## config.mk

```make
export PLATFORM = sky130hd
export DESIGN_NAME = spl_power
export DESIGN_NICKNAME = d
export VERILOG_FILES = /design/src/sv/spl_pkg.sv /design/src/sv/spl_power.sv
export SDC_FILE = /design/constraint.sdc
export NUM_CORES = 2
export LEC_CHECK = 0
export BUFFER_PORTS_ARGS = -buffer_cell sky130_fd_sc_hd__clkbuf_2
export CORE_ASPECT_RATIO = 2
export CORE_MARGIN = 2
export CORE_UTILIZATION = 40
export DETAILED_ROUTE_END_ITERATION = 16
export SLEW_MARGIN = 10
export SYNTH_ARGS = -nofsm -noshare
export SYNTH_HDL_FRONTEND = slang
export SYNTH_SLANG_ARGS = --single-unit
```

## constraint.sdc

```tcl
create_clock -name clk -period 8.35 [get_ports clk]
set_input_delay 0.835 -clock clk [delete_from_list [all_inputs] [get_ports clk]]
set_output_delay 0.835 -clock clk [all_outputs]
set_load 0.03 [all_outputs]
```

## src/sv/spl_pkg.sv

```systemverilog
// Shared types, constants and helpers for the spectral peak lock block.
package spl_pkg;

  localparam int FFT_POINTS  = 4096;
  localparam int HALF_POINTS = FFT_POINTS / 2;
  localparam int SNAP_STEP   = 8;
  localparam int SAMPLE_W    = 24;
  localparam int BIN_W       = $clog2(HALF_POINTS);
  localparam int SNAP_W      = $clog2(SNAP_STEP);
  localparam int SLOT_W      = BIN_W - SNAP_W;
  localparam int POW_W       = 48;
  localparam int CFG_W       = 48;
  localparam int CFG_IDX_W   = 2;
  localparam int SWR_W       = 10;
  localparam int ULR_W       = 8;
  localparam int IGN_W       = 6;
  localparam int OUT_DATA_W  = 128;

  localparam logic [BIN_W-1:0] SNAP_BIN  = BIN_W'(SNAP_STEP);
  localparam logic [BIN_W-1:0] LAST_BIN  = BIN_W'(HALF_POINTS - 1);
  localparam logic [BIN_W-1:0] CLAMP_BIN = BIN_W'(HALF_POINTS - SNAP_STEP);

  localparam logic [POW_W-1:0] MIN_MAG_RST = POW_W'(1000);
  localparam logic [SWR_W-1:0] SWR_RST     = SWR_W'(358);
  localparam logic [ULR_W-1:0] ULR_RST     = ULR_W'(90);
  localparam logic [IGN_W-1:0] IGN_RST     = IGN_W'(4);

  typedef enum logic [CFG_IDX_W-1:0] {
    CFG_MIN_MAG    = 2'd0,
    CFG_SWITCH_Q8  = 2'd1,
    CFG_UNLOCK_Q8  = 2'd2,
    CFG_IGNORE_LOW = 2'd3
  } cfg_idx_t;

  typedef enum logic [2:0] {
    EV_KEEP    = 3'd0,
    EV_ACQUIRE = 3'd1,
    EV_WEAK    = 3'd2,
    EV_UNLOCK  = 3'd3,
    EV_SWITCH  = 3'd4
  } lock_event_t;

  // One bin's power on its way to the peak tracker.
  typedef struct packed {
    logic             valid;
    logic [BIN_W-1:0] bin;
    logic [POW_W-1:0] power;
  } pw_t;

  // End-of-frame summary from the peak tracker.
  typedef struct packed {
    logic             valid;
    logic [BIN_W-1:0] best_bin;
    logic [POW_W-1:0] best_power;
  } frame_t;

  typedef struct packed {
    logic             valid;
    logic [BIN_W-1:0] locked_bin;
    logic [BIN_W-1:0] raw_bin;
    logic [POW_W-1:0] raw_power;
    logic [POW_W-1:0] cand_power;
    lock_event_t      event_code;
  } result_t;

  // Round a bin to the nearest grid multiple, clamped to the range SNAP_BIN..CLAMP_BIN.
  function automatic logic [BIN_W-1:0] snap_bin(input logic [BIN_W-1:0] b);
    logic [BIN_W:0] sum;
    logic [BIN_W:0] rounded;
    sum     = {1'b0, b} + (BIN_W+1)'(SNAP_STEP / 2);
    rounded = {sum[BIN_W:SNAP_W], {SNAP_W{1'b0}}};
    if (b < SNAP_BIN) begin
      return SNAP_BIN;
    end else if (rounded[BIN_W]) begin
      return CLAMP_BIN;
    end else begin
      return rounded[BIN_W-1:0];
    end
  endfunction

endpackage

```

## src/sv/spl_power.sv

```systemverilog
// Squared magnitude pipeline: magnitude, two squares, sum.
module spl_power import spl_pkg::*; (
  input  logic                       clk,
  input  logic                       rst_n,
  input  logic                       in_valid,
  input  logic signed [SAMPLE_W-1:0] in_re,
  input  logic signed [SAMPLE_W-1:0] in_im,
  input  logic [BIN_W-1:0]           in_bin,
  output pw_t                        pw
);

  logic                v0_r, v1_r;
  logic [SAMPLE_W-1:0] re_abs_r, im_abs_r;
  logic [BIN_W-1:0]    k0_r, k1_r;
  logic [POW_W-1:0]    sq_re_r, sq_im_r;
  pw_t                 pw_r;
  logic [SAMPLE_W-1:0] re_abs, im_abs;

  // The most negative sample maps to 2^(SAMPLE_W-1), which still fits unsigned.
  assign re_abs = in_re[SAMPLE_W-1] ? (~in_re + 1'b1) : in_re;
  assign im_abs = in_im[SAMPLE_W-1] ? (~in_im + 1'b1) : in_im;

  always_ff @(posedge clk) begin
    if (!rst_n) begin
      v0_r       <= 1'b0;
      v1_r       <= 1'b0;
      pw_r.valid <= 1'b0;
    end else begin
      v0_r       <= in_valid;
      v1_r       <= v0_r;
      pw_r.valid <= v1_r;
    end
    re_abs_r   <= re_abs;
    im_abs_r   <= im_abs;
    k0_r       <= in_bin;
    sq_re_r    <= POW_W'(re_abs_r) * POW_W'(re_abs_r);
    sq_im_r    <= POW_W'(im_abs_r) * POW_W'(im_abs_r);
    k1_r       <= k0_r;
    pw_r.bin   <= k1_r;
    // Bin 0 carries the DC term and counts as no power.
    pw_r.power <= (k1_r == '0) ? '0 : sq_re_r + sq_im_r;
  end

  assign pw = pw_r;

endmodule

```

# Word-level counts from Yosys, hierarchy flattened
# Cells that the tools add are included.
# Widths: inputs -> output; s select.
# classes
n_reduce_logical,1
muxes,2
n_addsub,3
multipliers,2
bitwise,2
# ops
operator,n
$mul 24x24->48,2
$add 24x1->24 const B,2
$add 48x48->48,1
$not 24->24,2
$mux 23,2
$logic_not 11->1,1
# word_totals
reg_bits,228
output_inout_bits,60
wordCells,23

# Longest topological paths before layout
# logic_depth
word_depth,3
depth_mapped,28
ltp_nobuf,25

# Worst setup path before layout
# No wires, ideal clock.
# synth_path
path_kind,register to register
from,register re_abs_r[18]
to,register sq_re_r[43]
path_buffers,3
synth_period_minus_slack_ns,6.885
required_ns,8.278
path_stages_with_launch,27
arrival_ns,6.813
setup_ns,0.072
slack_ns,1.465
path_cell_list,dfxtp_1 -> clkbuf_1 -> clkbuf_1 -> nand2_1 -> fa_1 -> inv_1 -> fa_1 -> inv_1 -> fa_1 -> fa_1 -> inv_1 -> fa_1 -> fa_1 -> inv_1 -> fa_1 -> inv_1 -> ha_1 -> clkdlybuf4s15_1 -> a21oi_1 -> o21bai_1 -> a21o_1 -> a311oi_1 -> o41ai_2 -> a21o_2 -> a31o_2 -> a31oi_1 -> xnor2_1
# synth_between
elab_chain_len,1
# synth_lines
element,line_no,text
"start, declared",spl_power.sv:13,"logic [SAMPLE_W-1:0] re_abs_r, im_abs_r;"
"start signal, assigned",spl_power.sv:33,re_abs_r <= re_abs;
$mul 24x24->48,spl_power.sv:36,sq_re_r <= POW_W'(re_abs_r) * POW_W'(re_abs_r);
"end signal, assigned",spl_power.sv:36,
"end, declared",spl_power.sv:15,"logic [POW_W-1:0] sq_re_r, sq_im_r;"
# Every way passes these cells.
# A chain may end at the register's enable or synchronous reset.

# Worst setup path after layout
# layout_path
from,register re_abs_r[0]
to,register sq_re_r[45]
# Same word-level chain as after synthesis.

==> metrics.csv <==
metric;value;unit
status;finished, final reports clean;
slowest_stage;dfxtp_1;
report.final.slew_viol_count;0;
max_cap_viol_count;0;
yosysSeqAreaShare;0.110;
setup_violations;0;
htreeDepth;1;
area_growth;7.71;%
syn_nets;5778;
critPathKind;flip-flop to flip-flop;
async_reset_ff_frac;0;
track_usage;0.213;
cts-root-buf;clkbuf_16;
drtIter0Drc;1152;
fill_cells;10142;
rsz0062_at_grt;false;
highest_layer;met4;
cp-start-kind;flip-flop;
synth_common_cells;inv_1 (1231), fa_1 (846), ha_1 (402);
ys_ff_latch;226;
required;8.88;ns
die_y;458;um
synth_edf_count;0;
ios;122;
wl_per_cell;18.5;um
die_area;0.106;mm^2
syn_inst;4468;
grt_pass1_wl;175;mm
avgSynthCellArea;9.22;um^2
min_period_over_period;0.940;
slew_headroom;0.228;
num_vias;29203;
drive_above_1_share;0.0635;
syn_area;0.0412;mm^2
synth_top_family_by_area;adder cells;
fp-row-count;166;
clk_pin_slew;0.07;ns
synth_top_area_frac;0.411;
die_x;231;um
cts_sinks;226;
grt_max_degree;44;
hold_path_class;flip-flop to flip-flop;
gp_congestion;0.929;
yosys_most_used_dff;dfxtp_1;
initial_core_util;0.403;
clockBufferDepth;3;
synth_xor_area_frac;0.0393;
met1_length;36.7;mm
cts_setup_buffers;0;
wl;109;mm
synth_cell_type_count;89;
synth-simple-area-share;0.115;
max_freq;0.127;GHz
place.port_buffers;121;
yosys_warnings;0;
cts_hold_buf;0;
vias_per_cell;4.94;
numCtsBuffers;26;
ctsResizeCount;0;
clkLatencyLatePin;0.60;ns
synth_fa_ha_area_frac;0.533;
drc;0;
synth_most_common_cell;inv_1;
diodes;0;
hold_violations;0;
finalClockSkew;0.0347;ns
wl_met3;2.97;mm
tightest_slew;1.16;ns
grt-ovfl-total;0;
nets;5861;
tns;0;ns
whs;0.327;ns
endpoint_kind;flip-flop;
antenna_found_initial;0;
fp.coreArea;0.102;mm^2
synth_mux_area_frac;0.00176;
max_stage_delay;0.87;ns
cp_common_cell;fa_1;
first_global_vias;33544;
cp_cell_sequence;buf_4, and2_1, inv_1, fa_1, inv_1, fa_1, inv_1, fa_1, fa_1, inv_1, fa_1, fa_1, inv_1, fa_1, inv_1, ha_1, a21oi_1, o21ai_0, nor4_2, o41ai_2, a21o_2, a311oi_4, or3_1, nand4_1;
timing.final.crit_period;7.85;ns
route.met2.wl;63.5;mm
cp_max_fo;20;
ys_top_cells_by_area;fa_1 (41%), ha_1 (12%), inv_1 (11%), dfxtp_1 (11%), and2_1 (3.6%);
cts_tree;done;
synth_compound_area_frac;0.0745;
synth_top_area_cell;fa_1;
place_hpwl;94.9;mm
ant_nets;0;
cp.arrival;8.38;ns
drtPass1Iterations;5;
-- layout by cell type, fill, tap and decap left out, drive strengths merged, types with 71 or more instances in the layout --
| cell type | Yosys | routed |
|---|---|---|
| a21o | 71 | 71 |
| a21oi | 148 | 148 |
| and2 | 238 | 238 |
| buf | 10 | 76 |
| clkbuf | 128 | 152 |
| dfxtp | 226 | 226 |
| fa | 846 | 846 |
| ha | 402 | 402 |
| inv | 1231 | 1235 |
| nand2 | 389 | 389 |
| nor2 | 144 | 144 |
| o21ai | 73 | 73 |
| xnor2 | 134 | 134 |
-- cell families after synthesis --
| logic type | Yosys count |
|---|---|
| AOI/OAI and AO/OA | 458 |
| buffers and inverters | 1373 |
| adders and majority gates | 1248 |
| and+or+nand+nor | 971 |
| muxes | 7 |
| xor gates and xnor gates | 185 |
| DFF | 226 |
-- stage by stage --
| step | worst slack (ns) | util | area, um^2 | cells |
|---|---|---|---|---|
| after floorplan | 1.46 | - | 41200 | 4468 |
| after global placement | 0.604 | 0.425 | 43500 | 5867 |
| after detailed placement | 0.531 | 0.425 | 43500 | 5867 |
| after CTS | 0.478 | 0.434 | 44400 | 5912 |
| after global routing | 0.194 | 0.434 | 44400 | 5912 |
| final | 0.501 | 0.434 | 44400 | 5912 |
-- worst paths after layout --
kind	cells past startpoint	start	to	slack, ns
worst min register to register	0	k0_r[5]	k1_r[5]	0.33
worst min-delay path	0	k0_r[5]	k1_r[5]	0.33
worst max register to register	24	re_abs_r[0]	sq_re_r[45]	0.50
worst max-delay path	24	re_abs_r[0]	sq_re_r[45]	0.50
-- routing by layer --
metal  global-route usage  vias up
met5                    0        -
met4                0.103        0
met3               0.0133      297
met2                0.440      618
met1                0.209    14765
li1                     -    13523
-- final cells by class --
class,instances,area [um^2],share of cell area
flip-flops and latches,226,4520,0.102
multi-input cells,2869,31500,0.709
clock buffers,31,721,0.0162
well taps,1344,1680,0.0379
clock inverters,14,203,0.00457
repair buffers,197,1180,0.0265
inverters,1231,4620,0.104
-- sequential cells by signal, summed over array words and instances (netlist names) --
register / flops
k1_r: 11
im_abs_r: 24
sq_im_r: 47
k0_r: 11
sq_re_r: 47
pw: 60
v1_r: 1
v0_r: 1
re_abs_r: 24
-- critical path: cells and delay by family (launching register included) --
| family | cells | cell delay [ns] |
|---|---|---|
| AO/OA/AOI/OAI | 5 | 1.57 |
| adder cells (fa/ha/maj) | 8 | 3.97 |
| buffers and inverters | 7 | 0.62 |
| flip-flops | 1 | 0.87 |
| AND/OR/NAND/NOR | 4 | 0.75 |
Power is left out: the tool's default activity adds up to more than one toggle a clock period on the data nets, which glitch-free logic cannot reach.
