--- config.mk ---
export PLATFORM = sky130hd
export DESIGN_NAME = spl_lock
export DESIGN_NICKNAME = d
export VERILOG_FILES = /design/src/sv/spl_pkg.sv /design/src/sv/spl_lock.sv
export SDC_FILE = /design/constraint.sdc
export NUM_CORES = 2
export LEC_CHECK = 0
export BUFFER_PORTS_ARGS = -buffer_cell sky130_fd_sc_hd__buf_4
export CORE_MARGIN = 2
export CORE_UTILIZATION = 45
export CTS_CLUSTER_SIZE = 24
export DETAILED_ROUTE_END_ITERATION = 10
export PLACE_DENSITY = 0.61
export SLEW_MARGIN = 20
export SYNTH_ARGS = -nofsm -noshare
export SYNTH_HDL_FRONTEND = slang
export SYNTH_SLANG_ARGS = --single-unit
--- constraint.sdc ---
create_clock -name clk -period 6.2 [get_ports clk]
set_input_delay 0.31 -clock clk [delete_from_list [all_inputs] [get_ports clk]]
set_output_delay 0.31 -clock clk [all_outputs]
set_load 0.02 [all_outputs]
--- src/sv/spl_pkg.sv ---
// Shared types, constants and helpers for the spectral peak lock block.
package spl_pkg;

  localparam int FFT_POINTS  = 4096;
  localparam int HALF_POINTS = FFT_POINTS / 2;
  localparam int SNAP_STEP   = 8;
  localparam int SAMPLE_W    = 24;
  localparam int BIN_W       = $clog2(HALF_POINTS);
  localparam int SNAP_W      = $clog2(SNAP_STEP);
  localparam int SLOT_W      = BIN_W - SNAP_W;
  localparam int POW_W       = 48;
  localparam int CFG_W       = 48;
  localparam int CFG_IDX_W   = 2;
  localparam int SWR_W       = 10;
  localparam int ULR_W       = 8;
  localparam int IGN_W       = 6;
  localparam int OUT_DATA_W  = 128;

  localparam logic [BIN_W-1:0] SNAP_BIN  = BIN_W'(SNAP_STEP);
  localparam logic [BIN_W-1:0] LAST_BIN  = BIN_W'(HALF_POINTS - 1);
  localparam logic [BIN_W-1:0] CLAMP_BIN = BIN_W'(HALF_POINTS - SNAP_STEP);

  localparam logic [POW_W-1:0] MIN_MAG_RST = POW_W'(1000);
  localparam logic [SWR_W-1:0] SWR_RST     = SWR_W'(358);
  localparam logic [ULR_W-1:0] ULR_RST     = ULR_W'(90);
  localparam logic [IGN_W-1:0] IGN_RST     = IGN_W'(4);

  typedef enum logic [CFG_IDX_W-1:0] {
    CFG_MIN_MAG    = 2'd0,
    CFG_SWITCH_Q8  = 2'd1,
    CFG_UNLOCK_Q8  = 2'd2,
    CFG_IGNORE_LOW = 2'd3
  } cfg_idx_t;

  typedef enum logic [2:0] {
    EV_KEEP    = 3'd0,
    EV_ACQUIRE = 3'd1,
    EV_WEAK    = 3'd2,
    EV_UNLOCK  = 3'd3,
    EV_SWITCH  = 3'd4
  } lock_event_t;

  // One bin's power on its way to the peak tracker.
  typedef struct packed {
    logic             valid;
    logic [BIN_W-1:0] bin;
    logic [POW_W-1:0] power;
  } pw_t;

  // End-of-frame summary from the peak tracker.
  typedef struct packed {
    logic             valid;
    logic [BIN_W-1:0] best_bin;
    logic [POW_W-1:0] best_power;
  } frame_t;

  typedef struct packed {
    logic             valid;
    logic [BIN_W-1:0] locked_bin;
    logic [BIN_W-1:0] raw_bin;
    logic [POW_W-1:0] raw_power;
    logic [POW_W-1:0] cand_power;
    lock_event_t      event_code;
  } result_t;

  // Round a bin to the nearest grid multiple, clamped to the range SNAP_BIN..CLAMP_BIN.
  function automatic logic [BIN_W-1:0] snap_bin(input logic [BIN_W-1:0] b);
    logic [BIN_W:0] sum;
    logic [BIN_W:0] rounded;
    sum     = {1'b0, b} + (BIN_W+1)'(SNAP_STEP / 2);
    rounded = {sum[BIN_W:SNAP_W], {SNAP_W{1'b0}}};
    if (b < SNAP_BIN) begin
      return SNAP_BIN;
    end else if (rounded[BIN_W]) begin
      return CLAMP_BIN;
    end else begin
      return rounded[BIN_W-1:0];
    end
  endfunction

endpackage

--- src/sv/spl_lock.sv ---
// End-of-frame snap, grid power lookup and lock hysteresis.
module spl_lock import spl_pkg::*; (
  input  logic              clk,
  input  logic              rst_n,
  input  frame_t            frame,
  input  logic [POW_W-1:0]  min_magnitude_sq,
  input  logic [SWR_W-1:0]  switch_ratio_q8,
  input  logic [ULR_W-1:0]  unlock_ratio_q8,
  output logic [SLOT_W-1:0] raddr_cand,
  output logic [SLOT_W-1:0] raddr_held,
  input  logic [POW_W-1:0]  rdata_cand,
  input  logic [POW_W-1:0]  rdata_held,
  output result_t           res
);

  localparam int CU_W = POW_W + ULR_W;
  localparam int LS_W = POW_W + SWR_W;

  logic             held_valid_r;
  logic [BIN_W-1:0] held_bin_r;

  logic             f1_valid_r;
  logic [BIN_W-1:0] f1_cand_r, f1_raw_bin_r;
  logic [POW_W-1:0] f1_raw_pow_r;

  logic             f2_valid_r;
  logic [BIN_W-1:0] f2_cand_r, f2_raw_bin_r;
  logic [POW_W-1:0] f2_raw_pow_r, f2_cpow_r, f2_lpow_r;
  logic [CU_W-1:0]  f2_cu_r;
  logic [LS_W-1:0]  f2_ls_r;

  result_t          res_r;
  logic [BIN_W-1:0] cand;
  logic [POW_W-1:0] lpow;
  lock_event_t      ev;
  logic             take_cand;

  assign cand       = snap_bin(frame.best_bin);
  assign raddr_cand = cand[BIN_W-1:SNAP_W];
  assign raddr_held = held_bin_r[BIN_W-1:SNAP_W];

  // A held bin of zero (no lock yet) reads as zero power.
  assign lpow = (held_bin_r == '0) ? '0 : rdata_held;

  always_comb begin
    ev        = EV_KEEP;
    take_cand = 1'b0;
    if (!held_valid_r || f2_cpow_r < min_magnitude_sq) begin
      ev        = EV_ACQUIRE;
      take_cand = 1'b1;
    end else if (f2_cand_r != held_bin_r) begin
      if (f2_lpow_r < min_magnitude_sq) begin
        ev        = EV_WEAK;
        take_cand = 1'b1;
      end else if ({f2_lpow_r, 8'd0} < f2_cu_r) begin
        ev        = EV_UNLOCK;
        take_cand = 1'b1;
      end else if (f2_ls_r < {{(LS_W-POW_W-8){1'b0}}, f2_cpow_r, 8'd0}) begin
        ev        = EV_SWITCH;
        take_cand = 1'b1;
      end
    end
  end

  always_ff @(posedge clk) begin
    if (!rst_n) begin
      f1_valid_r   <= 1'b0;
      f2_valid_r   <= 1'b0;
      res_r.valid  <= 1'b0;
      held_valid_r <= 1'b0;
      held_bin_r   <= '0;
    end else begin
      f1_valid_r  <= frame.valid;
      f2_valid_r  <= f1_valid_r;
      res_r.valid <= f2_valid_r;
      if (f2_valid_r && take_cand) begin
        held_bin_r   <= f2_cand_r;
        held_valid_r <= 1'b1;
      end
    end
    f1_cand_r        <= cand;
    f1_raw_bin_r     <= frame.best_bin;
    f1_raw_pow_r     <= frame.best_power;
    f2_cand_r        <= f1_cand_r;
    f2_raw_bin_r     <= f1_raw_bin_r;
    f2_raw_pow_r     <= f1_raw_pow_r;
    f2_cpow_r        <= rdata_cand;
    f2_lpow_r        <= lpow;
    f2_cu_r          <= CU_W'(rdata_cand) * CU_W'(unlock_ratio_q8);
    f2_ls_r          <= LS_W'(lpow) * LS_W'(switch_ratio_q8);
    res_r.locked_bin <= take_cand ? f2_cand_r : held_bin_r;
    res_r.raw_bin    <= f2_raw_bin_r;
    res_r.raw_power  <= f2_raw_pow_r;
    res_r.cand_power <= f2_cpow_r;
    res_r.event_code <= ev;
  end

  assign res = res_r;

  a_acquire_sets_lock: assert property (@(posedge clk) disable iff (!rst_n)
    (res_r.valid && res_r.event_code == EV_ACQUIRE) |-> held_valid_r)
    else $error("acquire reported without a valid lock");

  a_keep_holds_bin: assert property (@(posedge clk) disable iff (!rst_n)
    (res_r.valid && res_r.event_code == EV_KEEP) |-> (res_r.locked_bin == held_bin_r))
    else $error("kept lock does not report the held bin");

endmodule

## Yosys cells after proc, flatten, opt, wreduce, memory -nomap -nowiden

Index checks and enable logic that the tools add are counted.
W data, S select, Z words.

| cells by class | value |
|---|---|
| add/sub/neg operators | 1 |
| $mul | 2 |
| order comparisons | 5 |
| equality and inequality tests | 1 |
| mux-type cells | 13 |
| bitwise gates (word level) | 1 |
| reduce and logical (&&, ||, !) cells | 6 |

Operators with widths:

| cell | number |
|---|---|
| $lt A48 B48 Y1 | 2 |
| $lt A58 B56 Y1 | 1 |
| $mul A48 B10 Y58 | 1 |
| $lt A56 B56 Y1 | 1 |
| $mul A48 B8 Y56 | 1 |
| $mux W48 | 1 |
| $mux W11 | 3 |
| $add A11 B3 Y12 const B | 1 |
| $logic_not A11 Y1 | 1 |
| $lt A11 B4 Y1 const B | 1 |
| $ne A11 B11 Y1 | 1 |
| $mux W1 | 6 |
| $mux W2 | 2 |
| $reduce_or A4 Y1 | 1 |
| $mux W3 | 1 |
| $reduce_or A2 Y1 | 1 |
| $logic_and A1 B1 Y1 | 1 |
| $logic_not A1 Y1 | 1 |
| $logic_or A1 B1 Y1 | 1 |
| $not A1 Y1 | 1 |

| storage, ports and cells | value |
|---|---|
| register bits | 486 |
| input port bits | 224 |

## Logic depth before layout (Yosys ltp)

| depth | value |
|---|---|
| word-level depth | 7 |
| gate-level depth with buffers | 27 |
| mapped depth without buffers | 24 |

## Worst setup path before layout

Ideal clock, no wire load.

| path | value |
|---|---|
| path kind | register -> register |
| start point | reg held_bin_r[6] |
| end point | reg f2_ls_r[57] |
| setup time | 0.127 ns |
| arrival time | 6.862 ns |
| path slack | -0.789 ns |
| stages on the path, launching flop included | 22 |
| buffers on the path | 3 |
| path through | dfxtp_1 or4_1 or2_2 clkbuf_1 clkbuf_1 clkbuf_1 and3_1 fa_1 fa_1 fa_1 fa_1 inv_1 fa_1 inv_1 ha_1 nand3_1 o41a_1 a211oi_2 o211ai_2 a311o_1 a2111oi_2 nor3b_1 |

| on the way | value |
|---|---|
| longest elaborated chain between the ends | 3 |

Ends and longest elaborated chain:

| item | RTL line | source |
|---|---|---|
| start: declaration | spl_lock.sv:20 | `logic [BIN_W-1:0] held_bin_r;` |
| start signal: assignment | spl_lock.sv:77 | `held_bin_r <= f2_cand_r;` |
| $logic_not A11 Y1 | spl_lock.sv:43 | `assign lpow = (held_bin_r == '0) ? '0 : rdata_held;` |
| $mux W48 | spl_lock.sv:43 |  |
| $mul A48 B10 Y58 | spl_lock.sv:90 | `f2_ls_r <= LS_W'(lpow) * LS_W'(switch_ratio_q8);` |
| end signal: assignment | spl_lock.sv:90 |  |
| end: declaration | spl_lock.sv:30 | `logic [LS_W-1:0] f2_ls_r;` |

No other way between the ends.
A chain may end at the register's enable or synchronous reset.

## Worst setup path in the final report

| path | value |
|---|---|
| start point | reg held_bin_r[7] |
| end point | reg f2_ls_r[53] |

Same word-level chain as after synthesis.

==> run summary <==
CRITICAL PATH
--------------------------------------------------------------------------------------
Origin of the critical flop-to-flop path                                  held_bin_r[7]
Type of the worst setup path                                              flip-flop to flip-flop
Kind of launch point of the worst setup path                                 flip-flop
Internal reg-to-reg setup slack                                               -0.61 ns
Reg-to-reg endpoint                                                        f2_ls_r[53]
Category of the worst setup path capture point                               flip-flop
Critical Path AT                                                               7.33 ns
CP required                                                                    6.72 ns
Critical-path maximum fanout                                                        21
Length in cells of the worst reg-to-reg path                                        21

GLOBAL ROUTING
--------------------------------------------------------------------------------------
GRT Residual Overflow                                                                0
Number of global-route vias before repair                                        34200
First-pass GRT wire length                                                   193000 um
Largest net degree at the start of global routing                                   49
Initial antenna violation count                                                      3
Tot GR Track Use                                                                 26.3%

SYNTHESIS
--------------------------------------------------------------------------------------
Most used standard cells in the synthesized netlist                       inv_1 (721), fa_1 (641), nand2_1 (578)
Sequential area share after synthesis                                            22.6%
Mean area per synthesized cell                                                9.43 um2
Synth Flop Type                                                                dfxtp_1
Largest cells by area after synthesis                                     fa_1 (31%), dfxtp_1 (23%), ha_1 (11%), inv_1 (6.5%), nand2_1 (5.2%)
Total number of yosys warnings                                                       0
Area fraction of the dominant cell type after synthesis                          31.0%
Cells after synthesis                                                             4385
Library cell with the largest summed area after synthesis                         fa_1
Share of flip-flops with an asynchronous set or reset after synthesis               0%
Count of different cell masters after synthesis                                     71
Number of flops mapped to enable cells by yosys                                      0
Register bit count reported by yosys                                               466
Most frequently used cell type in the post-synthesis netlist                     inv_1
Post-Syn Area                                                               0.0414 mm2

FLOORPLANNING
--------------------------------------------------------------------------------------
Core Rows                                                                          111
Area of the core                                                            0.0914 mm2
Initial standard-cell utilization of the core                                    45.3%
Ports                                                                              362
Die Height                                                                      307 um
Floorplan die area                                                          0.0944 mm2
Horiz. Die Dim                                                                  307 um

FINAL LAYOUT
--------------------------------------------------------------------------------------
Share of post-route cells with drive strength above 1                            21.1%
Final core utilization                                                           57.2%
Non-filler instance count after layout                                            6304
Final net count                                                                   6294
Synth-to-Final Area Change                                                       26.4%

PLACED DESIGN
--------------------------------------------------------------------------------------
Worst slack at placement                                                     -0.493 ns
Half-perimeter wire length of the detailed placement result                   98000 um
PortBufs                                                                           358
Placed instance count                                                             6050
Weighted congestion reported at the end of routability-driven placement          0.932

DETAILED ROUTING
--------------------------------------------------------------------------------------
Final antenna-violating net count                                                    0
Average wire per cell in the routed design                                     19.7 um
Met2 wire length                                                              57500 um
Met1 WL                                                                       54400 um
Total vias in the final route                                                    32900
Highest routed metal layer                                                        met4
Wire length on met3                                                            8460 um
DR DRC count                                                                         0
Number of detailed-routing iterations run before antenna repair                      5
Vias per cell                                                                     5.22
Final Routed Wirelength                                                      124000 um
Starting DRT DRC Count                                                            1868

CLOCK TREE
--------------------------------------------------------------------------------------
Clock H-tree levels                                                                  2
Insertion delay to the later sink of the worst-skew pair                       0.68 ns
CTS sink cnt                                                                       466
TritonCTS clock tree                                                              done
Cts bufs inserted                                                                   53
Bufs on Longest Clock Path                                                           3
Root Buffer                                                                  clkbuf_16
Clock transition at path regs                                                  0.06 ns

MIN PATH
--------------------------------------------------------------------------------------
Hold WC Path Type                                                         primary input to flip-flop
Worst hold path depth                                                                3
Worst min-delay path endpoint                                             f2_lpow_r[7]
Hold path startpoint                                                      rdata_held[7]

POWER AND IR DROP
--------------------------------------------------------------------------------------
Final Total Pwr                                                                22.7 mW
Power share of the clock group                                                   15.3%
Share of total power consumed by net switching                                   43.8%
Combinational share of power                                                     67.7%
Static leakage                                                                 27.3 nW
Maximum VDD drop                                                              0.284 mV
Internal cell power                                                            12.8 mW
Total power divided by cell area                                            435 mW/mm2
Net switching power of the design                                              9.96 mW
Sequential power share                                                           17.0%

STA
--------------------------------------------------------------------------------------
Max-slew violations                                                                  0
Transition time at the pin with the least slew margin                          1.05 ns
Period utilisation layout                                                         110%
Final hold violations                                                                0
RSZ-0062 raised after global routing                                               yes
Setup-failing EPs final                                                             33
Min Clock Period, post-route                                                   6.81 ns
Post-route clock skew                                                        0.0471 ns
Smallest hold slack                                                          0.0808 ns
Remaining max-slew budget at the tightest pin                                    30.1%
Post-route worst setup slack                                                 -0.613 ns
Highest clock frequency the design can meet                                  0.147 GHz

FLOW RUN
--------------------------------------------------------------------------------------
Max Cap Violations                                                                   0

STATUS
--------------------------------------------------------------------------------------
Result of the run                                                         complete, but fails checks
Violated checks                                                           setup timing

state kept, by name (all words and copies together) (netlist names):
| register | count |
|---|---|
| f2_cu_r | 56 |
| f1_raw_pow_r | 48 |
| f2_cpow_r | 48 |
| f2_cand_r | 8 |
| f2_raw_pow_r | 48 |
| f1_raw_bin_r | 11 |
| f2_valid_r | 1 |
| held_valid_r | 1 |
| f2_raw_bin_r | 11 |
| f2_lpow_r | 48 |
| res | 119 |
| f1_valid_r | 1 |
| f1_cand_r | 8 |
| held_bin_r | 8 |
| f2_ls_r | 50 |
layout by cell type (no fill, tap or decap), types with 12 or more instances in the layout:
master / Yosys / layout
o211ai_1: 14 / 14
clkbuf_16: 0 / 64
fa_1: 641 / 615
xnor2_1: 61 / 53
fa_2: 0 / 26
a21o_1: 96 / 96
buf_4: 3 / 669
and3_4: 0 / 31
nand3_1: 32 / 29
nor2b_1: 16 / 16
ha_4: 0 / 23
and2_4: 0 / 18
a31oi_1: 17 / 13
o21bai_1: 15 / 15
ha_1: 357 / 333
nand2_1: 578 / 561
and3_1: 283 / 252
buf_6: 0 / 22
nand4_1: 59 / 59
o21ai_1: 9 / 17
nor2_1: 90 / 77
a21oi_1: 166 / 145
a21oi_2: 0 / 20
dfxtp_1: 466 / 462
dlygate4sd3_1: 0 / 109
o21a_1: 20 / 19
inv_1: 721 / 695
and2_1: 206 / 186
inv_2: 0 / 26
nor3_1: 28 / 26
a211oi_1: 17 / 16
nand2b_1: 12 / 12
o21ai_0: 77 / 59
nand2_2: 0 / 13
xor2_1: 42 / 38
how the worst max path moves through the flow:
stage / startpoint / endpoint / slack (ns) / depth (start not counted)
floorplan: held_bin_r[3] / f2_ls_r[57] / -0.25 / 25
global placement: held_bin_r[3] / f2_ls_r[51] / -0.47 / 23
detailed placement: held_bin_r[3] / f2_ls_r[56] / -0.49 / 23
CTS: held_bin_r[3] / f2_ls_r[57] / -0.48 / 22
global route: held_bin_r[7] / f2_ls_r[57] / -0.76 / 24
finish: held_bin_r[7] / f2_ls_r[53] / -0.61 / 21
per-stage QoR:
step           area, um2  TNS (ns)
6_report           52300    -10.61
5_1_grt            52300    -16.75
4_1_cts            51200     -8.87
3_5_place_dp       47600     -9.88
3_3_place_gp       47600     -8.74
2_1_floorplan      41900     -1.39
worst max-delay path, cell delays in order (launching register included):
cell	delay, ns
dfxtp_4	0.34
or4_4	0.56
or2_4	0.34
buf_6	0.14
clkbuf_16	0.17
and3_4	0.19
fa_1	0.52
fa_1	0.62
fa_1	0.46
fa_1	0.57
inv_1	0.07
fa_1	0.49
inv_2	0.05
ha_4	0.29
nand3_4	0.09
o41a_1	0.45
a211oi_2	0.27
o211ai_2	0.17
a311o_2	0.46
buf_4	0.16
a211oi_2	0.21
nor3b_2	0.08
kinds of logic after synthesis:
group	share of synthesized area [%]
other	0.00907
AOI/OAI and AO/OA	8.00
and+or+nand+nor	16.6
DFF	22.6
buffers and inverters	8.39
adders and majority gates	41.8
xor gates and xnor gates	2.18
muxes	0.460
power groups by stage:
stage	clock, mW	sequential, mW	combinational, mW
after floorplan	0	3.85	9.25
after global placement	0	3.91	14.0
after detailed placement	0	3.91	14.0
after CTS	3.57	3.85	14.6
after global routing	3.70	3.90	17.1
final	3.49	3.86	15.4
routing by layer:
metal	global-route usage, %	vias up
met1	36.2	16400
met5	0	-
met2	42.3	1034
li1	-	15300
met3	4.65	189
met4	8.35	0
layout make-up:
class / instances / area, um2
Inverter: 721 / 2710
Sequential cell: 466 / 9340
Timing Repair Buffer: 829 / 7030
Clock inverter: 33 / 509
Fill cell: 8025 / 39100
Clock buffer: 65 / 1460
Antenna cell: 3 / 7.51
Multi-Input combinational cell: 3001 / 29700
Tap cell: 1186 / 1480
repair_timing:
item / 4_1_cts / 5_1_grt
hold buffers: 109 / 0
gates cloned: 4 / 12
hold endpoints to repair: 124 / 0
setup endpoints to repair: 33 / 38
pin swaps: 33 / 118
setup buffers: 13 / 21
gates resized for setup: 94 / 184
Note: power is estimated with default switching activity, not from simulation.
