===== config.mk =====
export PLATFORM = sky130hd
export DESIGN_NAME = spl_peak
export DESIGN_NICKNAME = d
export VERILOG_FILES = /design/src/sv/spl_pkg.sv /design/src/sv/spl_peak.sv
export SDC_FILE = /design/constraint.sdc
export NUM_CORES = 1
export LEC_CHECK = 0
export BUFFER_PORTS_ARGS = -buffer_cell sky130_fd_sc_hd__buf_2
export CAP_MARGIN = 20
export CORE_MARGIN = 2
export CORE_UTILIZATION = 33
export DETAILED_ROUTE_END_ITERATION = 10
export SYNTH_ARGS = -nofsm -noshare
export SYNTH_HDL_FRONTEND = slang
export SYNTH_SLANG_ARGS = --single-unit

===== constraint.sdc =====
create_clock -name clk -period 2.7 [get_ports clk]
set_input_delay 0.135 -clock clk [delete_from_list [all_inputs] [get_ports clk]]
set_output_delay 0.135 -clock clk [all_outputs]
set_load 0.03 [all_outputs]

===== src/sv/spl_pkg.sv =====
// Shared types, constants and helpers for the spectral peak lock block.
package spl_pkg;

  localparam int FFT_POINTS  = 4096;
  localparam int HALF_POINTS = FFT_POINTS / 2;
  localparam int SNAP_STEP   = 8;
  localparam int SAMPLE_W    = 24;
  localparam int BIN_W       = $clog2(HALF_POINTS);
  localparam int SNAP_W      = $clog2(SNAP_STEP);
  localparam int SLOT_W      = BIN_W - SNAP_W;
  localparam int POW_W       = 48;
  localparam int CFG_W       = 48;
  localparam int CFG_IDX_W   = 2;
  localparam int SWR_W       = 10;
  localparam int ULR_W       = 8;
  localparam int IGN_W       = 6;
  localparam int OUT_DATA_W  = 128;

  localparam logic [BIN_W-1:0] SNAP_BIN  = BIN_W'(SNAP_STEP);
  localparam logic [BIN_W-1:0] LAST_BIN  = BIN_W'(HALF_POINTS - 1);
  localparam logic [BIN_W-1:0] CLAMP_BIN = BIN_W'(HALF_POINTS - SNAP_STEP);

  localparam logic [POW_W-1:0] MIN_MAG_RST = POW_W'(1000);
  localparam logic [SWR_W-1:0] SWR_RST     = SWR_W'(358);
  localparam logic [ULR_W-1:0] ULR_RST     = ULR_W'(90);
  localparam logic [IGN_W-1:0] IGN_RST     = IGN_W'(4);

  typedef enum logic [CFG_IDX_W-1:0] {
    CFG_MIN_MAG    = 2'd0,
    CFG_SWITCH_Q8  = 2'd1,
    CFG_UNLOCK_Q8  = 2'd2,
    CFG_IGNORE_LOW = 2'd3
  } cfg_idx_t;

  typedef enum logic [2:0] {
    EV_KEEP    = 3'd0,
    EV_ACQUIRE = 3'd1,
    EV_WEAK    = 3'd2,
    EV_UNLOCK  = 3'd3,
    EV_SWITCH  = 3'd4
  } lock_event_t;

  // One bin's power on its way to the peak tracker.
  typedef struct packed {
    logic             valid;
    logic [BIN_W-1:0] bin;
    logic [POW_W-1:0] power;
  } pw_t;

  // End-of-frame summary from the peak tracker.
  typedef struct packed {
    logic             valid;
    logic [BIN_W-1:0] best_bin;
    logic [POW_W-1:0] best_power;
  } frame_t;

  typedef struct packed {
    logic             valid;
    logic [BIN_W-1:0] locked_bin;
    logic [BIN_W-1:0] raw_bin;
    logic [POW_W-1:0] raw_power;
    logic [POW_W-1:0] cand_power;
    lock_event_t      event_code;
  } result_t;

  // Round a bin to the nearest grid multiple, clamped to the range SNAP_BIN..CLAMP_BIN.
  function automatic logic [BIN_W-1:0] snap_bin(input logic [BIN_W-1:0] b);
    logic [BIN_W:0] sum;
    logic [BIN_W:0] rounded;
    sum     = {1'b0, b} + (BIN_W+1)'(SNAP_STEP / 2);
    rounded = {sum[BIN_W:SNAP_W], {SNAP_W{1'b0}}};
    if (b < SNAP_BIN) begin
      return SNAP_BIN;
    end else if (rounded[BIN_W]) begin
      return CLAMP_BIN;
    end else begin
      return rounded[BIN_W-1:0];
    end
  endfunction

endpackage


===== src/sv/spl_peak.sv =====
// Running strict maximum over a frame and grid power write-back.
module spl_peak import spl_pkg::*; (
  input  logic              clk,
  input  logic              rst_n,
  input  pw_t               pw,
  input  logic [IGN_W-1:0]  ignore_low_bins,
  output logic              ram_we,
  output logic [SLOT_W-1:0] ram_waddr,
  output logic [POW_W-1:0]  ram_wdata,
  output frame_t            frame
);

  logic [POW_W-1:0] best_power_r, best_power_nxt;
  logic [BIN_W-1:0] best_bin_r, best_bin_nxt;
  frame_t           frame_r;
  logic             take;
  logic             last;

  assign take = pw.valid && (pw.bin >= BIN_W'(ignore_low_bins)) && (pw.power > best_power_r);
  assign last = pw.valid && (pw.bin == LAST_BIN);

  always_comb begin
    best_power_nxt = take ? pw.power : best_power_r;
    best_bin_nxt   = take ? pw.bin : best_bin_r;
  end

  // Every grid bin is written each frame; the clamp bin owns the top slot.
  assign ram_we    = pw.valid && (pw.bin[SNAP_W-1:0] == '0);
  assign ram_waddr = pw.bin[BIN_W-1:SNAP_W];
  assign ram_wdata = pw.power;

  always_ff @(posedge clk) begin
    if (!rst_n) begin
      best_power_r  <= '0;
      best_bin_r    <= SNAP_BIN;
      frame_r.valid <= 1'b0;
    end else begin
      frame_r.valid <= last;
      if (last) begin
        best_power_r <= '0;
        best_bin_r   <= SNAP_BIN;
      end else begin
        best_power_r <= best_power_nxt;
        best_bin_r   <= best_bin_nxt;
      end
    end
    frame_r.best_bin   <= best_bin_nxt;
    frame_r.best_power <= best_power_nxt;
  end

  assign frame = frame_r;

  // The tracker starts each frame from the default peak.
  a_frame_restart: assert property (@(posedge clk) disable iff (!rst_n)
    frame_r.valid |-> (best_power_r == '0 && best_bin_r == SNAP_BIN))
    else $error("peak tracker not restarted after frame end");

endmodule


### After elaboration in Yosys (flattened, before gate mapping)

Cells that the tools add are included.

* flip-flop bits (word level): 119
* input bits: 68
* output and inout bits: 117
* logic and storage cells: 17

* $lt $le $gt $ge: 2
* equal/unequal tests: 1
* muxes and demuxes: 2
* bitwise operators: 1
* reductions and logical operators: 6

Operators with widths (number)
* $gt A48 B48 Y1: 1
* $mux W48: 1
* $eq A11 B11 Y1 const B: 1
* $ge A11 B6 Y1: 1
* $mux W11: 1
* $logic_and A1 B1 Y1: 4
* $logic_not A3 Y1: 1
* $reduce_or A2 Y1: 1
* $not A1 Y1: 1

### Logic depth before layout (Yosys ltp)

Gate-level depths: netlist of the first run.

* depth in word-level cells: 4
* mapped depth: 11

### Worst setup path before layout of the first run

Ideal clock, no wire load.

* path type: reg2reg
* from: reg best_power_r[47]
* to: reg frame_r, in the netlist frame[48]
* setup time: 121 ps
* data arrival time: 2638 ps
* path slack: -59 ps
* stages on the path, launching flop included: 11
* clock period less this slack: 2759 ps
* cells stage by stage: dfxtp_1 -> inv_1 -> ha_1 -> nand4_1 -> or4_1 -> nor3_1 -> a211oi_2 -> a21oi_2 -> buf_2 -> buf_4 -> mux2_2

* longest elaborated chain between the ends: 3

Ends and longest elaborated chain
* start, declared: RTL line spl_peak.sv:13 `logic [POW_W-1:0] best_power_r, best_power_nxt;`
* start signal, assigned: RTL line spl_peak.sv:43 `best_power_r <= best_power_nxt;`
* $gt A48 B48 Y1: RTL line spl_peak.sv:19 `assign take = pw.valid && (pw.bin >= BIN_W'(ignore_low_bins)) && (pw.power > best_power_r);`
* $logic_and A1 B1 Y1: RTL line spl_peak.sv:19
* $mux W11: RTL line spl_peak.sv:24 `best_bin_nxt = take ? pw.bin : best_bin_r;`
* net best_bin_nxt[0]: RTL line spl_peak.sv:14 `logic [BIN_W-1:0] best_bin_r, best_bin_nxt;`
* end, declared: RTL line spl_peak.sv:15 `frame_t frame_r;`

The timed path passes the listed nets, and every way through them passes these cells.
A chain may end at the register's enable or synchronous reset.

### Final worst setup path of the first run

* from: reg best_power_r[31]
* to: reg frame_r, in the netlist frame[2]

* longest elaborated chain between the ends: 3

Ends and longest elaborated chain
* $gt A48 B48 Y1: RTL line spl_peak.sv:19
* $logic_and A1 B1 Y1: RTL line spl_peak.sv:19
* $mux W48: RTL line spl_peak.sv:23 `best_power_nxt = take ? pw.power : best_power_r;`
* net best_power_nxt[2]: RTL line spl_peak.sv:13

The timed path passes the listed nets, and every way through them passes these cells.

==> results of run 1 <==
[worst max-delay path: cells and delay by family (launching register included)]
| family | cells | cell delay [ns] |
|---|---|---|
| AND/OR/NAND/NOR | 3 | 1.00 |
| buffers and inverters | 3 | 0.39 |
| AO/OA/AOI/OAI | 2 | 0.37 |
| flip-flops | 1 | 0.33 |
| multiplexers | 1 | 0.33 |
| adder cells (fa/ha/maj) | 1 | 0.26 |
[cell families after synthesis]
family / count (synthesis) / share of synthesized area, %
multiplexers: 59 / 11.9
AND/OR/NAND/NOR: 49 / 4.96
flip-flops: 119 / 42.9
AO/OA/AOI/OAI: 102 / 14.9
adder cells (fa/ha/maj): 54 / 12.2
buffers and inverters: 132 / 13.2
[cell usage in the layout (no fill, tap or decap), drive strengths merged, types with 2 or more instances in the layout]
cell / n
bufinv: 2
nor3: 3
clkinv: 4
mux2: 58
nand2: 11
a22o: 58
clkinvlp: 2
clkbuf: 29
dlygate4sd3: 40
and2: 3
ha: 54
a221oi: 3
or4: 3
inv: 58
o211ai: 2
a2111oi: 2
nand2b: 2
dfxtp: 119
nor2: 2
a211oi: 3
nand3: 4
nor4: 2
o21ai: 5
a21o: 5
nand4: 14
buf: 275
a21oi: 17
[metrics by stage]
step	hold slack, ns	total power [mW]	TNS [ns]	setup WS [ns]	area [µm²]
6_report	0.0205	5.96	-6.88	-0.107	8660
5_1_grt	0.0105	6.23	-19.23	-0.213	8660
4_1_cts	0.000446	5.89	-8.71	-0.118	8310
3_5_place_dp	0.364	3.41	-35.49	-0.341	6790
3_3_place_gp	0.365	3.38	-31.85	-0.299	6790
2_1_floorplan	0.257	2.96	0	0.0129	5560
[cell type report]
type | count | area, µm²
Tap cell | 220 | 275
Clock buffer | 24 | 492
Inverter | 58 | 218
Timing Repair Buffer | 320 | 2350
Fill cell | 1423 | 7860
Sequential cell | 119 | 2410
Clock inverter | 8 | 95.1
Multi-Input combinational cell | 264 | 2820
[how the worst max path moves through the flow]
stage / to / startpoint
final: frame[2]$_DFF_P_ / best_power_r[31]$_SDFF_PP0_
after global routing: frame[2]$_DFF_P_ / best_power_r[31]$_SDFF_PP0_
after CTS: best_power_r[17]$_SDFF_PP0_ / best_power_r[11]$_SDFF_PP0_
after detailed placement: best_power_r[35]$_SDFF_PP0_ / best_power_r[9]$_SDFF_PP0_
after global placement: best_power_r[29]$_SDFF_PP0_ / best_power_r[9]$_SDFF_PP0_
after floorplan: frame[48]$_DFF_P_ / best_power_r[47]$_SDFF_PP0_
[per-layer routing]
layer	GRT usage [%]	up-vias	wire, µm
met5	0	-	0
met1	20.5	2274	7310
met4	8.10	0	385
met2	31.7	140	8470
li1	-	2339	-
met3	4.49	30	653
[sequential cells by signal (all words and copies together) (netlist names)]
signal,cells
frame,60
best_power_r,48
best_bin_r,11
[cell usage after synthesis, drive strengths merged]
library cell	instances
o211ai	2
nand3b	1
or4	3
clkbuf	4
ha	54
nor2b	1
nand4	14
a21oi	17
a22o	58
a21o	5
nand3	4
and2	3
a221oi	3
or2	1
nand2	11
buf	70
a211o	1
a31o	1
mux2i	1
a41o	1
and4	1
o21ai	5
nor3	3
a211oi	3
nor2	2
o31ai	1
inv	58
a221o	1
nand2b	2
nor4b	1
a22oi	1
nor4	2
dfxtp	119
a2111oi	2
o2111ai	1
mux2	58
[report_power, final]
| part | switching [mW] | total, mW | internal [mW] | leakage [nW] |
|---|---|---|---|---|
| clock | 0.806 | 2.25 | 1.45 | 0.286 |
| sequential | 0.0791 | 2.05 | 1.97 | 0.992 |
| combinational | 0.900 | 1.66 | 0.761 | 2.80 |
| total | 1.79 | 5.96 | 4.18 | 4.08 |
[timing repair]
item | CTS | global route
endpoints found under the setup margin | 118 | 118
endpoints found under the hold margin | 60 | 0
resized for setup | 56 | 48
hold buffers | 40 | 0
buffers inserted | 15 | 7
cloned | 6 | 6
pin swaps | 13 | 29
==> summary.md, run 1 <==
| Metric | Value |
|---|---|
| Status | `finished with violations` |
| Failing checks | `setup timing` |
| FMAX | `0.356 GHz` |
| Clk sink count | `119` |
| Post-Syn Area per Cell | `10.8 µm²` |
| Via Count | `4783` |
| Final Hold Vio Count | `0` |
| Final WL | `16.8 mm` |
| WHS Endpoint | `best_power_r[39]$_SDFF_PP0_` |
| Clk Latency, worst-skew pair | `0.43 ns` |
| Mapped Nets | `637` |
| Max-cap viol count | `0` |
| Largest net degree at the start of global routing | `32` |
| Min-Delay Path Depth | `2` |
| CTS tree | `done` |
| Die width | `134 µm` |
| Die area | `17900 µm²` |
| Worst Skew | `0.0126 ns` |
| Synth warn | `0` |
| First-pass GRT wire length | `24.9 mm` |
| Mapped cell area | `5560 µm²` |
| Final slew viol count | `0` |
| Register bit total from synthesis | `119` |
| Final ANT Viol Nets | `0` |
| Initial core utilization | `33.6%` |
| Final period util | `104%` |
| Sequential area share after synthesis | `42.9%` |
| Htree depth | `4` |
| Count of different cell masters after synthesis | `40` |
| Slack of the critical path | `-0.107 ns` |
| Leakage | `4.08 nW` |
| Final HPWL DP | `10.1 mm` |
| Layout Cells excl Fill | `1013` |
| Crit start category | `register` |
| Worst r2r src | `best_power_r[31]$_SDFF_PP0_` |
| GRT overflow | `0` |
| PD cells | `688 nW/µm²` |
| Max Fanout on Critical Path | `7` |
| Root buffer cell | `clkbuf_16` |
| WS Path Type | `register to register` |
| Layout cells sized above 1 | `55.1%` |
| DR WL/cell | `16.6 µm` |
| Via/cell ratio | `4.72` |
| Setup-failing EPs final | `103` |
| Clk slew on worst S/H paths | `0.06 ns` |
| Starting DRT DRC Count | `168` |
| Synthesis-to-finish area growth | `55.9%` |
| Max-slew headroom | `73.4%` |
| Synth area leaders | `dfxtp_1 43%, ha_1 12%, mux2_2 12%` |
| Worst path cell trace | `inv_1 -> ha_4 -> nand4_1 -> or4_4 -> nor3_4 -> a211oi_4 -> a21oi_4 -> buf_12 -> clkbuf_16 -> mux2_2` |
| Critical Path Max Stage Delay | `0.62 ns` |
| Hold_sp | `pw[39]` |
| Nets | `902` |
| IO Pins | `185` |
| Flop2flop setup slack | `-0.11 ns` |
| Worst slew pin tran | `0.394 ns` |
| Post-synth top area share | `42.9%` |
| Final GP Congestion | `0.828` |
| Worst hold path type | `primary input to register` |
| DRC | `0` |
| Final core occ | `52.4%` |
| Num CTS Buffers | `17` |
| Detailed Routing Iterations Pass 1 | `4` |
| R2R cell count | `10` |
| Clk buf depth | `2` |
| Synth Instances | `515` |
| GRT Total Usage | `18.0%` |
| Req. time, crit path | `3.01 ns` |
| Die Y | `134 µm` |
| FP Rows | `47` |
| Core area | `16500 µm²` |
| RSZ-0062 raised after global routing | `true` |
| Placed cells | `911` |
| CP endpoint kind | `register` |
| Min Tclk post-route | `2.81 ns` |
| Worst ir drop on vdd | `0.447 mV` |
| Diode count | `0` |
| Initial antenna violation count | `0` |
| Port Buffer Count | `184` |
| CP max stage cell | `or4_4` |
| CP Data Arrival Time | `3.12 ns` |
| Synth area leader | `dfxtp_1` |
| Crit Reg-Reg Endpoint | `frame[2]$_DFF_P_` |
| Via count of the first global-routing pass | `4993` |
Note: power is estimated with default switching activity, not from simulation.
==> inputs of run 2 (changes only) <==
--- a/config.mk
+++ b/config.mk
@@ -10,6 +10,7 @@
 export CORE_MARGIN = 2
 export CORE_UTILIZATION = 33
 export DETAILED_ROUTE_END_ITERATION = 10
+export REMOVE_ABC_BUFFERS = 1
 export SYNTH_ARGS = -nofsm -noshare
 export SYNTH_HDL_FRONTEND = slang
 export SYNTH_SLANG_ARGS = --single-unit
==> run 2 against run 1 <==
  * The run still ends with setup timing left
  * Non-clock buffer count fell by 9
  * Fmax fell by 1.8%
  * Register-to-register slack got worse by 0.05 ns
  * Via count fell by 1.4%
  * Largest cell class unchanged
  * Count of clock-buffer cells in the layout shrank 6
  * Critical path type unchanged
==> summary.md, run 2 (same netlist as run 1, synthesis figures left out) <==
| Metric | Value |
|---|---|
| Status | `finished with violations` |
| Failing checks | `setup timing` |
| Final HPWL DP | `9.89 mm` |
| Hold WS | `0.0125 ns` |
| Setup-failing EPs final | `118` |
| Max-slew headroom | `69.0%` |
| Flop2flop setup slack | `-0.16 ns` |
| Worst ir drop on vdd | `0.461 mV` |
| Worst hold path type | `primary input to register` |
| Final period util | `106%` |
| Die area | `17900 µm²` |
| Diode count | `0` |
| Initial antenna violation count | `0` |
| Die width | `134 µm` |
| DR WL/cell | `15.4 µm` |
| Die Y | `134 µm` |
| Max reg flops | `60` |
| Synthesis-to-finish area growth | `50.3%` |
| FMAX | `0.350 GHz` |
| FP Rows | `47` |
| Nets | `893` |
| Metal1 wirelength | `6.74 mm` |
| Worst Skew | `0.00913 ns` |
| Clk Latency, worst-skew pair | `0.41 ns` |
| Clk buf depth | `2` |
| Via Count | `4717` |
| Hold_sp | `pw[25]` |
| Most frequent cells in the layout | `184 x buf_2, 105 x dfxtp_1, 62 x buf_4, 58 x mux2_2, 58 x a22o_1` |
| IO Pins | `185` |
| Final slew viol count | `0` |
| RSZ-0062 raised after global routing | `true` |
| WL met3 | `829 µm` |
| GRT overflow | `0` |
| Req. time, crit path | `3.00 ns` |
| Layout cells sized above 1 | `51.1%` |
| Final WL | `15.4 mm` |
| Min Tclk post-route | `2.86 ns` |
| Slack of the critical path | `-0.158 ns` |
| Max Fanout on Critical Path | `7` |
| Leakage | `3.92 nW` |
| Htree depth | `4` |
| Largest net degree at the start of global routing | `32` |
| Critical Path Source | `best_power_r[45]$_SDFF_PP0_` |
| Initial core utilization | `33.6%` |
| CP endpoint kind | `register` |
| Core area | `16500 µm²` |
| Port Buffer Count | `184` |
| Clk slew on worst S/H paths | `0.06 ns` |
| DRC | `0` |
| TNS Setup | `-9.36 ns` |
| Crit start category | `register` |
| Clk sink count | `119` |
| Detailed Routing Iterations Pass 1 | `4` |
| WS Path Type | `register to register` |
| First-pass GRT wire length | `23.7 mm` |
| Number of fill cells | `1495` |
| Met2 WL | `7.55 mm` |
| Root buffer cell | `clkbuf_16` |
| Via count of the first global-routing pass | `4769` |
| GRT Total Usage | `16.8%` |
| DR top layer | `met4` |
| Final ANT Viol Nets | `0` |
| Max-cap viol count | `0` |
| PD cells | `696 nW/µm²` |
| Worst slew pin tran | `0.463 ns` |
| CP Data Arrival Time | `3.15 ns` |
| Via/cell ratio | `4.70` |
| Final Hold Vio Count | `0` |
| Starting DRT DRC Count | `133` |
| CTS tree | `done` |
| Worst r2r src | `best_power_r[45]$_SDFF_PP0_` |
| Num CTS Buffers | `17` |
| Final GP Congestion | `0.790` |
| Commonest non-fill, non-tap cell in the layout | `buf_2` |
## run 2: what timing repair did
item	CTS	global route
buffers inserted	8	6
hold buffers	48	0
gates resized for setup	35	20
endpoints found under the hold margin	75	0
pin swaps	15	24
cloned	2	3
endpoints found under the setup margin	118	118
## run 2: per-stage QoR
| step | std cells | worst slack (ns) | util, % | total power [mW] | cell area (µm²) |
|---|---|---|---|---|---|
| 2_1_floorplan | 441 | -1.21 | - | 2.78 | 5040 |
| 3_3_place_gp | 908 | -0.196 | 41.3 | 3.39 | 6820 |
| 3_5_place_dp | 908 | -0.268 | 41.3 | 3.41 | 6820 |
| 4_1_cts | 998 | -0.128 | 49.3 | 5.81 | 8150 |
| 5_1_grt | 1004 | -0.284 | 50.5 | 6.09 | 8350 |
| 6_report | 1004 | -0.158 | 50.5 | 5.82 | 8350 |
## run 2: final timing paths
check	to	depth (start not counted)
setup / recovery	frame[9]$_DFF_P_	11
hold / removal	frame[25]$_DFF_P_	2
setup reg to reg	frame[9]$_DFF_P_	11
hold reg to reg	frame[51]$_DFF_P_	2
## run 2: power by group
group / switching, mW / internal, mW
combinational: 0.843 / 0.687
clock: 0.852 / 1.39
sequential: 0.0821 / 1.97
## run 2: area by class of cell
type	count	area, µm²	area share (%)
Multi-Input combinational cell	264	2670	32.0
Sequential cell	119	2400	28.7
Timing Repair Buffer	311	2190	26.2
Clock buffer	18	439	5.26
Tap cell	220	275	3.30
Inverter	58	218	2.61
Clock inverter	14	154	1.84
## run 2: worst max-delay path, stage by stage, from the launching register on
cell	delay [ns]
dfxtp_1	0.33
inv_1	0.07
ha_4	0.27
nand4_1	0.11
buf_4	0.17
or4_4	0.50
nor3_2	0.27
a211oi_4	0.14
a21oi_4	0.22
buf_6	0.17
clkbuf_16	0.16
mux2_2	0.33
## run 2: routing by layer
layer | vias up | GRT usage (%)
li1 | 2310 | -
met5 | - | 0
met3 | 28 | 4.60
met4 | 0 | 5.44
met1 | 2228 | 20.1
met2 | 151 | 29.3
==> inputs of run 3 (changes only) <==
--- a/config.mk
+++ b/config.mk
@@ -10,6 +10,7 @@
 export CORE_MARGIN = 2
 export CORE_UTILIZATION = 33
 export DETAILED_ROUTE_END_ITERATION = 10
+export RECOVER_POWER = 100
 export REMOVE_ABC_BUFFERS = 1
 export SYNTH_ARGS = -nofsm -noshare
 export SYNTH_HDL_FRONTEND = slang
==> run 3 against run 2 <==
  * Register-to-register slack barely moved
  * First-iteration DRC count increased by 3.0%
  * Power shrank 0.67%
  * Critical endpoint unchanged
  * The flow still finishes with violations (setup timing)
==> summary.md, run 3 (same netlist as run 1, synthesis figures left out) <==
| Metric | Value |
|---|---|
| Die width | `134 µm` |
| Clk Latency, worst-skew pair | `0.41 ns` |
| Num CTS Buffers | `17` |
| IO Pins | `185` |
| Final slew viol count | `0` |
| Worst hold path type | `primary input to register` |
| Leakage | `3.54 nW` |
| Worst r2r src | `best_power_r[45]$_SDFF_PP0_` |
| Htree depth | `4` |
| Detailed Routing Iterations Pass 1 | `4` |
| Placed cells | `908` |
| Status | `finished with violations` |
| Initial antenna violation count | `0` |
| Die area | `17900 µm²` |
| Failing checks | `setup timing` |
| Synthesis-to-finish area growth | `47.7%` |
| Via count of the first global-routing pass | `4769` |
| Max-cap viol count | `0` |
| PD cells | `704 nW/µm²` |
| Worst ir drop on vdd | `0.460 mV` |
| Final WL | `15.5 mm` |
| CP Data Arrival Time | `3.16 ns` |
| RSZ-0062 raised after global routing | `true` |
| Via Count | `4716` |
| Final GP Congestion | `0.790` |
| Worst path bufs/invs | `4` |
| Clk slew on worst S/H paths | `0.06 ns` |
| Layout cells sized above 1 | `36.2%` |
| Clk buf depth | `2` |
| Diode count | `0` |
| Nets | `893` |
| First-pass GRT wire length | `23.7 mm` |
| FP Rows | `47` |
| Final period util | `106%` |
| CTS tree | `done` |
| Crit start category | `register` |
| Core area | `16500 µm²` |
| Layout Cells excl Fill | `1004` |
| Worst path cell trace | `inv_1 -> ha_4 -> nand4_1 -> buf_4 -> or4_4 -> nor3_2 -> a211oi_4 -> a21oi_4 -> buf_6 -> clkbuf_16 -> mux2_2` |
| Critical Path Stages | `11` |
| Critical Path Sink | `frame[9]$_DFF_P_` |
| DR WL/cell | `15.4 µm` |
| Starting DRT DRC Count | `137` |
| Max Fanout on Critical Path | `7` |
| Initial core utilization | `33.6%` |
| Largest net degree at the start of global routing | `32` |
| CP max stage cell | `or4_4` |
| Worst Skew | `0.00953 ns` |
| Most frequent cells in the layout | `117 x clkbuf_1, 105 x dfxtp_1, 68 x buf_2, 61 x buf_4` |
| Root buffer cell | `clkbuf_16` |
| Clk sink count | `119` |
| Slack of the critical path | `-0.160 ns` |
| GRT Total Usage | `16.8%` |
| Crit Reg-Reg Endpoint | `frame[9]$_DFF_P_` |
| Worst slew pin tran | `0.463 ns` |
| Setup-failing EPs final | `118` |
| Critical Path Max Stage Delay | `0.50 ns` |
| TNS Setup | `-9.39 ns` |
| DRC | `0` |
| Total power | `5.78 mW` |
| CP endpoint kind | `register` |
| Via/cell ratio | `4.70` |
| Flop2flop setup slack | `-0.16 ns` |
| Critical Path Source | `best_power_r[45]$_SDFF_PP0_` |
| Max reg flops | `60` |
| Commonest non-fill, non-tap cell in the layout | `clkbuf_1` |
| Final ANT Viol Nets | `0` |
| Max-slew headroom | `69.0%` |
| Min Tclk post-route | `2.86 ns` |
| Number of fill cells | `1535` |
| Final Hold Vio Count | `0` |
| FMAX | `0.350 GHz` |
| WS Path Type | `register to register` |
| Final HPWL DP | `9.89 mm` |
| Cell family with most CP delay | `simple AND/OR/NAND/NOR gates` |
| Port Buffer Count | `184` |
| Req. time, crit path | `3.00 ns` |
| R2R cell count | `11` |
| Die Y | `134 µm` |
| GRT overflow | `0` |
run 3: cell types whose count changed in the layout (fill, tap and decap cells not counted), sizes merged:
cell,before,now
clkbuf,20,137
buf,261,144
run 3: power by group:
group / leakage [nW] / internal (mW) / switching, mW / total [mW]
clock network: 0.282 / 1.39 / 0.854 / 2.24
registers: 0.989 / 1.97 / 0.0858 / 2.05
logic: 2.27 / 0.640 / 0.845 / 1.49
total: 3.54 / 3.99 / 1.79 / 5.78
run 3: worst min path at each step:
| stage | start | end | cells past startpoint |
|---|---|---|---|
| after detailed placement | rst_n | frame[59]$_SDFF_PN0_ | 2 |
| after floorplan | rst_n | frame[59]$_SDFF_PN0_ | 1 |
| after global routing | pw[12] | frame[12]$_DFF_P_ | 2 |
| after global placement | rst_n | frame[59]$_SDFF_PN0_ | 2 |
| final | pw[53] | best_bin_r[5]$_SDFF_PP0_ | 2 |
| after CTS | pw[40] | frame[40]$_DFF_P_ | 2 |
run 3: cell type report:
cell class | instances | area, µm² | share of cell area, %
multi-input cells | 264 | 2670 | 32.6
well taps | 220 | 275 | 3.36
clock buffers | 18 | 439 | 5.35
flip-flops and latches | 119 | 2400 | 29.3
inverters | 58 | 218 | 2.65
clock inverters | 14 | 154 | 1.88
repair buffers | 311 | 2040 | 24.9
run 3: routing by layer:
layer  global-route usage (%)  vias up  part of all wire, %
li1                         -     2309                    -
met1                     20.1     2220                   44
met2                     29.3      157                   49
met3                     4.60       30                  5.6
met4                     5.44        0                  2.1
met5                        0        -                    0
run 3: what timing repair did:
action	4_1_cts	5_1_grt
setup endpoints to repair	118	118
endpoints found under the hold margin	75	0
resized for setup	35	20
hold buffers	48	0
gates cloned	2	3
pin swaps	15	24
setup buffers	8	6
run 3: metrics by stage:
stage	hold WS [ns]	utilization, %	area [µm²]	setup slack (ns)
2_1_floorplan	0.257	-	5040	-1.21
6_report	0.0117	49.6	8200	-0.160
3_5_place_dp	0.369	41.3	6820	-0.268
4_1_cts	0.00112	49.3	8150	-0.128
5_1_grt	0.0156	49.6	8200	-0.284
3_3_place_gp	0.369	41.3	6820	-0.196
